### src/hdl/hd_nwq_pkg.sv
package hd_nwq_pkg;

    // Request codes carried in req_type
    typedef enum logic [1:0] {
        REQ_TICK  = 2'd0,
        REQ_OPEN  = 2'd1,
        REQ_TEXT  = 2'd2,
        REQ_CLOSE = 2'd3
    } req_code_t;

    // Input word
    typedef struct packed {
        req_code_t   req_type;
        logic [5:0]  col;
        logic        row;
        logic [7:0]  char_code;
    } req_t;

    // Result word
    typedef struct packed {
        logic [3:0]  nibble;
        logic        rs;
        logic        strobe_res;
        logic        close_ok;
        logic        trans_done;
        logic        queue_full;
    } res_t;

    // Store entry: last-byte mark over the byte
    typedef struct packed {
        logic        last;
        logic [7:0]  data;
    } entry_t;

endpackage

### src/hdl/hd44780_nibble_write_queue.sv
// Text-write queue for a character LCD in 4-bit mode.
// Input channel s_valid/s_ready/s_data carries one request word: tick, open
// (column and row), text byte, or close. Every request yields exactly one
// result word on m_valid/m_ready/m_data, in request order.
// Open stores the address command, text bytes follow into a circular byte
// store, close commits (close_ok=1) or rejects and discards the transaction.
// Each tick sends one nibble of the oldest committed byte, high half first,
// with rs=0 for the address byte and trans_done on the last nibble.
// Open, text, close and idle ticks give their result in the cycle after
// acceptance; a tick that sends a nibble first reads the byte store, a
// synchronous RAM with a registered read port, then loads the output.
// Requests are taken one per cycle while the output drains, except that a
// tick that emits a nibble holds the next one off until its read is done.
// A result waits in an output register; the next request is taken while it
// is being drained, and input stalls while it is held by m_ready low.
// Reset (aresetn low, synchronous) empties the queue and clears all pointers;
// the store contents are not cleared, no clearing pass is needed.
module hd44780_nibble_write_queue #(
    parameter int MAX_TRANS   = 8,
    parameter int STORE_DEPTH = 256,
    parameter int MAX_TEXT    = 62
) (
    input  logic              aclk,
    input  logic              aresetn,
    input  logic              s_valid,
    output logic              s_ready,
    input  hd_nwq_pkg::req_t  s_data,
    output logic              m_valid,
    input  logic              m_ready,
    output hd_nwq_pkg::res_t  m_data
);

    localparam int PTR_W = $clog2(STORE_DEPTH);
    localparam int CNT_W = $clog2(MAX_TRANS + 1);
    localparam int LEN_W = $clog2(MAX_TEXT + 1);

    // Byte store
    hd_nwq_pkg::entry_t store_mem [STORE_DEPTH];
    hd_nwq_pkg::entry_t rd_data_reg;
    logic               mem_we;
    logic [PTR_W-1:0]   mem_waddr;
    hd_nwq_pkg::entry_t mem_wdata;
    logic               mem_re;

    // Control state
    logic [PTR_W-1:0] read_ptr_reg, read_ptr_next;
    logic [PTR_W-1:0] commit_ptr_reg, commit_ptr_next;
    logic [PTR_W-1:0] fill_ptr_reg, fill_ptr_next;
    logic [LEN_W-1:0] open_len_reg, open_len_next;
    logic             open_active_reg, open_active_next;
    logic             open_ovf_reg, open_ovf_next;
    logic [CNT_W-1:0] trans_count_reg, trans_count_next;
    logic             sending_reg, sending_next;
    logic             low_half_reg, low_half_next;
    logic             at_cmd_reg, at_cmd_next;
    logic             pend_reg, pend_next;
    logic             m_valid_reg, m_valid_next;

    // Payload
    logic [7:0]       last_byte_reg, last_byte_next;
    hd_nwq_pkg::res_t m_data_reg, res_next;
    logic             load_out;
    logic             accept;

    function automatic logic [PTR_W-1:0] ptr_inc(input logic [PTR_W-1:0] p);
        ptr_inc = (p == PTR_W'(STORE_DEPTH - 1)) ? '0 : p + 1'b1;
    endfunction

    function automatic logic [PTR_W-1:0] ptr_dec(input logic [PTR_W-1:0] p);
        ptr_dec = (p == '0) ? PTR_W'(STORE_DEPTH - 1) : p - 1'b1;
    endfunction

    assign s_ready = !pend_reg && (!m_valid_reg || m_ready);
    assign accept  = s_valid && s_ready;
    assign m_valid = m_valid_reg;
    assign m_data  = m_data_reg;

    // Decode the request, or finish a pending nibble from the read data
    always_comb begin
        read_ptr_next    = read_ptr_reg;
        commit_ptr_next  = commit_ptr_reg;
        fill_ptr_next    = fill_ptr_reg;
        open_len_next    = open_len_reg;
        open_active_next = open_active_reg;
        open_ovf_next    = open_ovf_reg;
        trans_count_next = trans_count_reg;
        sending_next     = sending_reg;
        low_half_next    = low_half_reg;
        at_cmd_next      = at_cmd_reg;
        pend_next        = pend_reg;
        last_byte_next   = last_byte_reg;
        mem_we           = 1'b0;
        mem_waddr        = fill_ptr_reg;
        mem_wdata        = '{last: 1'b0, data: s_data.char_code};
        mem_re           = 1'b0;
        load_out         = 1'b0;
        res_next         = '0;

        if (pend_reg) begin
            // Emit one nibble of the byte at the read pointer
            pend_next           = 1'b0;
            load_out            = 1'b1;
            res_next.nibble     = low_half_reg ? rd_data_reg.data[3:0] : rd_data_reg.data[7:4];
            res_next.rs         = !at_cmd_reg;
            res_next.strobe_res = 1'b1;
            res_next.queue_full = (trans_count_reg == CNT_W'(MAX_TRANS));
            if (low_half_reg) begin
                read_ptr_next = ptr_inc(read_ptr_reg);
                at_cmd_next   = 1'b0;
                if (rd_data_reg.last) begin
                    res_next.trans_done = 1'b1;
                    sending_next        = 1'b0;
                    at_cmd_next         = 1'b1;
                end
            end
            low_half_next = !low_half_reg;
        end else if (accept) begin
            unique case (s_data.req_type)
                hd_nwq_pkg::REQ_OPEN: begin
                    // Restart at the commit point and store the address command if there is room
                    fill_ptr_next    = commit_ptr_reg;
                    open_len_next    = '0;
                    open_ovf_next    = 1'b0;
                    open_active_next = 1'b1;
                    if (ptr_inc(commit_ptr_reg) == read_ptr_reg) begin
                        open_ovf_next = 1'b1;
                    end else begin
                        mem_we         = 1'b1;
                        mem_waddr      = commit_ptr_reg;
                        mem_wdata      = '{last: 1'b0, data: {1'b1, s_data.row, s_data.col}};
                        fill_ptr_next  = ptr_inc(commit_ptr_reg);
                        last_byte_next = {1'b1, s_data.row, s_data.col};
                    end
                end
                hd_nwq_pkg::REQ_TEXT: begin
                    // Append a text byte, drop it if too long or out of room
                    if (open_active_reg) begin
                        if (open_len_reg >= LEN_W'(MAX_TEXT)) begin
                            open_ovf_next = 1'b1;
                        end else if (ptr_inc(fill_ptr_reg) == read_ptr_reg) begin
                            open_ovf_next = 1'b1;
                        end else begin
                            mem_we         = 1'b1;
                            fill_ptr_next  = ptr_inc(fill_ptr_reg);
                            last_byte_next = s_data.char_code;
                            if (!open_ovf_reg) begin
                                open_len_next = open_len_reg + 1'b1;
                            end
                        end
                    end
                end
                hd_nwq_pkg::REQ_CLOSE: begin
                    // Commit by marking the last byte, or roll back
                    if (open_active_reg && !open_ovf_reg &&
                        trans_count_reg < CNT_W'(MAX_TRANS)) begin
                        mem_we            = 1'b1;
                        mem_waddr         = ptr_dec(fill_ptr_reg);
                        mem_wdata         = '{last: 1'b1, data: last_byte_reg};
                        commit_ptr_next   = fill_ptr_reg;
                        trans_count_next  = trans_count_reg + 1'b1;
                        res_next.close_ok = 1'b1;
                    end else begin
                        fill_ptr_next = commit_ptr_reg;
                    end
                    open_active_next = 1'b0;
                    open_ovf_next    = 1'b0;
                    open_len_next    = '0;
                end
                hd_nwq_pkg::REQ_TICK: begin
                    // Start the next transaction if idle, then read its byte
                    if (!sending_reg && trans_count_reg != '0) begin
                        sending_next     = 1'b1;
                        trans_count_next = trans_count_reg - 1'b1;
                        low_half_next    = 1'b0;
                        at_cmd_next      = 1'b1;
                    end
                    if (sending_reg || trans_count_reg != '0) begin
                        mem_re    = 1'b1;
                        pend_next = 1'b1;
                    end
                end
                default: begin
                end
            endcase
            if (s_data.req_type != hd_nwq_pkg::REQ_TICK || !pend_next) begin
                load_out            = 1'b1;
                res_next.queue_full = (trans_count_next == CNT_W'(MAX_TRANS));
            end
        end
    end

    // Hand over the result word, drop it once taken
    always_comb begin
        if (load_out) begin
            m_valid_next = 1'b1;
        end else if (m_ready) begin
            m_valid_next = 1'b0;
        end else begin
            m_valid_next = m_valid_reg;
        end
    end

    // Control registers
    always_ff @(posedge aclk) begin
        if (!aresetn) begin
            read_ptr_reg    <= '0;
            commit_ptr_reg  <= '0;
            fill_ptr_reg    <= '0;
            open_len_reg    <= '0;
            open_active_reg <= 1'b0;
            open_ovf_reg    <= 1'b0;
            trans_count_reg <= '0;
            sending_reg     <= 1'b0;
            low_half_reg    <= 1'b0;
            at_cmd_reg      <= 1'b1;
            pend_reg        <= 1'b0;
            m_valid_reg     <= 1'b0;
        end else begin
            read_ptr_reg    <= read_ptr_next;
            commit_ptr_reg  <= commit_ptr_next;
            fill_ptr_reg    <= fill_ptr_next;
            open_len_reg    <= open_len_next;
            open_active_reg <= open_active_next;
            open_ovf_reg    <= open_ovf_next;
            trans_count_reg <= trans_count_next;
            sending_reg     <= sending_next;
            low_half_reg    <= low_half_next;
            at_cmd_reg      <= at_cmd_next;
            pend_reg        <= pend_next;
            m_valid_reg     <= m_valid_next;
        end
    end

    // Payload registers
    always_ff @(posedge aclk) begin
        last_byte_reg <= last_byte_next;
        if (load_out) begin
            m_data_reg <= res_next;
        end
    end

    // Byte store: one write port, one registered read port
    always_ff @(posedge aclk) begin
        if (mem_we) begin
            store_mem[mem_waddr] <= mem_wdata;
        end
        if (mem_re) begin
            rd_data_reg <= store_mem[read_ptr_reg];
        end
    end

endmodule

### config.mk
export PLATFORM = sky130hd
export DESIGN_NAME = hd44780_nibble_write_queue
export DESIGN_NICKNAME = d
export VERILOG_FILES = /design/src/hdl/hd_nwq_pkg.sv /design/src/hdl/hd44780_nibble_write_queue.sv
export SDC_FILE = /design/constraint.sdc
export NUM_CORES = 2
export LEC_CHECK = 0
export BUFFER_PORTS_ARGS = -buffer_cell sky130_fd_sc_hd__buf_2
export CAP_MARGIN = 0
export CORE_MARGIN = 1
export CORE_UTILIZATION = 40
export CTS_CLUSTER_DIAMETER = 50
export DETAILED_ROUTE_END_ITERATION = 8
export GPL_TIMING_DRIVEN = 0
export PLACE_DENSITY = 0.65
export SLEW_MARGIN = 20
export SYNTH_ARGS = -nofsm -noshare
export SYNTH_HDL_FRONTEND = slang
export SYNTH_SLANG_ARGS = --single-unit
export TNS_END_PERCENT = 30
### constraint.sdc
create_clock -name aclk -period 27.2 [get_ports aclk]
set_input_delay 2.72 -clock aclk [delete_from_list [all_inputs] [get_ports aclk]]
set_output_delay 2.72 -clock aclk [all_outputs]
set_load 0.01 [all_outputs]
==> qor.txt <==
Area growth from synthesis to layout = 17.79%
# IOs = 32
Unrepaired setup endpoints after global routing = no
Share of cells above drive strength 1 = 37.98%
Final setup fails = 0
WL/cell = 35.03 µm
H-tree depth = 4
Inst Count DP = 7754
Number of fillers in the final layout = 18840
Post-synth top area share = 74.28%
Worst setup SP type = input port
Max FO, Critical Path = 10
Fin cells = 8185
Crit path buffers/inverters = 6
Cell depth of the worst setup path = 15
HP Class = register to register
Fin. max-slew vios = 0
Clock latency at the later pin of the worst-skew pair = 0.91 ns
Nets = 4888
Routed Antenna Nets = 0
Multi-input combinational cell area = 0.02352 mm²
Critical R2R Launch = read_ptr_reg[0]
Main flop type after synthesis = edfxtp_1
Critical path class = input port to register
Max reg flops = 2304
LEAKAGE = 32.69 nW
Max cap viols = 0
Yosys Warn Count = 0
Post-CTS setup buffer count = 0
Avg Cell Area, Syn = 22.12 µm²
Most common cell in the synthesized netlist = edfxtp_1
Fin crit period = 7.548 ns
Slowest CP cell = nor4_2
Async set-reset flop share out of synthesis = 0%
CTS Buffer Depth = 3
Period Utilization, post-route = 27.75%
Num Clock Sinks = 2371
CTS tree = done
Global-route wire length before repair = 395200 µm
Sequential share of the synthesized area = 75.15%
List of most frequent post-synthesis cells = 2330 x edfxtp_1, 755 x mux4_2, 171 x nor3_1, 144 x clkbuf_1, 105 x nor4_1
Initial antenna violation count = 16
Crit path largest cell delay = 0.83 ns
P per Cell Area = 67.80 mW/mm²
Initial cell density of the core = 40.35%
Die Width = 487.3 µm
Cells along the critical path = buf_2 -> inv_1 -> ha_1 -> or2_2 -> and4_1 -> clkbuf_1 -> a31oi_1 -> a21oi_1 -> a311oi_1 -> a211oi_1 -> buf_2 -> nand2_1 -> clkbuf_1 -> nor4_2 -> buf_4
Sequential cell area = 0.07079 mm²
GRT Resource Usage Total = 24.09%
Worst path top cell family by delay = simple AND/OR/NAND/NOR gates
Die area = 0.2374 mm²
Clk_skew = 0.08108 ns
Relative slew slack = 9.359%
DRC = 0
Worst Max-Slew Pin Slew = 1.360 ns
RePlAce Congestion = 0.9744
GRT overflow = 0
Flops & latches, synth = 2371
Post-cts hold buffer count = 0
Core area = 0.2334 mm²
Initial DRC count = 7627
Crit end category = register
Mapped Area = 0.09420 mm²
Vias per inst = 6.238
Worst setup path end = store_mem[216][4]
TritonCTS Buffers = 231
Cells after synthesis = 4259
Cts repair resizes = 0
Crit path DAT = 8.13 ns
Total power = 7.523 mW
Pre-CTS setup slack = 19.05 ns
Final WL = 286700 µm
Die H = 487.3 µm
Synth top area cells = edfxtp_1 74%, mux4_2 18%, nor3_1 0.91%
Critical Path Start = s_data[16]
Peak VDD IR = 0.05726 mV
Synth unique cells = 88
FF-to-FF End = store_mem[61][1]
Root Buffer = clkbuf_16
Setup ws final = 19.65 ns
PortBufs = 30
Cell Rows = 177
FF-to-FF path depth = 10
Pin count of the biggest net entering global routing = 137
Synth area leader = edfxtp_1
Synth Net Count = 4292
Vias = 51060
Status = finished, final reports clean
Dpl hpwl = 199500 µm
Final Hold Fails = 0
1st-pass router iterations = 6
Max Fclk = 132.5 MHz
Post-synth EDFFs = 2330
Worst reg-to-reg setup slack = 20.85 ns
Vias in the first global route = 49891
Worst-path clk slew = 0.06 ns
Crit path required time = 27.79 ns
[cell usage in the layout (no fill, tap or decap), drive strengths merged, types with 6 or more instances in the layout]
cell type | netlist | routed
ha | 12 | 12
mux2 | 10 | 10
edfxtp | 2330 | 2330
nand2 | 91 | 91
a21oi | 53 | 53
o21ai | 41 | 41
mux4 | 755 | 755
nand2b | 10 | 10
clkinv | 1 | 90
inv | 16 | 32
clkbuf | 145 | 439
nor4 | 105 | 105
nor3 | 173 | 173
mux2i | 16 | 16
and3 | 9 | 9
and2 | 11 | 11
bufinv | 0 | 21
nor2b | 10 | 10
buf | 157 | 517
xor2 | 8 | 8
xnor2 | 13 | 13
a211oi | 19 | 19
o211ai | 7 | 7
nand3 | 31 | 31
diode | 0 | 6
nand4 | 28 | 28
a31oi | 13 | 13
a32oi | 8 | 8
nor2 | 40 | 40
o22ai | 6 | 6
clkinvlp | 0 | 8
dfxtp | 41 | 41
or3 | 10 | 10
[where the power goes]
part           internal [mW]  switching (mW)
logic                 0.0682           0.217
registers               4.04         0.00466
clock network           1.78            1.41
total                   5.89            1.63
[cell families after synthesis]
logic type / after synthesis / share of synthesized area (%)
xor gates and xnor gates: 21 / 0.2112
adders and majority gates: 12 / 0.1594
DFF: 2371 / 75.15
muxes: 781 / 18.34
and+or+nand+nor: 543 / 3.071
AOI/OAI and AO/OA: 212 / 1.583
buffers and inverters: 319 / 1.485
[worst register-to-register path: stages (launching register included)]
cell and delay [ns]:
dfxtp_1 0.33, buf_2 0.64, inv_1 0.69, nor4_1 0.45, or4_1 0.16, or4_4 0.16, o311ai_4 0.10, a311oi_2 0.73
nand4b_1 1.13, buf_2 0.72, nor3_2 0.86
[per-stage QoR]
step | instance area [µm²] | TNS [ns] | hold WS [ns] | utilization [%]
global placement | 98270 | -1721.88 | 0.4770 | 42.10
global route | 110900 | 0 | 0.5150 | 47.53
floorplan | 94200 | 0 | 0.4424 | -
CTS | 110900 | 0 | 0.4993 | 47.52
finish | 111000 | 0 | 0.4981 | 47.53
detailed placement | 103400 | 0 | 0.4841 | 44.31
[routing by layer]
layer | routed length, µm | global-route usage (%)
met1 | 104900 | 31.73
met2 | 130600 | 36.64
met3 | 34840 | 6.947
met4 | 16230 | 11.79
met5 | 188 | 0.4695
[final cells by class]
class	count	area share (%)
flip-flops and latches	2371	63.80
plain buffers	302	1.293
diodes	6	0.01353
clock inverters	134	1.309
multi-input cells	1569	21.20
repair buffers	363	3.349
well taps	3132	3.532
inverters	17	0.06428
clock buffers	291	5.441
[how the worst min path moves through the flow]
stage               slack [ns]  cells past startpoint  startpoint          to
finish                    0.50                      2  at_cmd_reg  at_cmd_reg
global route              0.51                      2  at_cmd_reg  at_cmd_reg
CTS                       0.50                      2  at_cmd_reg  at_cmd_reg
detailed placement        0.48                      2  at_cmd_reg  at_cmd_reg
global placement          0.48                      2  at_cmd_reg  at_cmd_reg
floorplan                 0.44                      2  at_cmd_reg  at_cmd_reg
No activity file was read; power rests on OpenSTA's default activity.
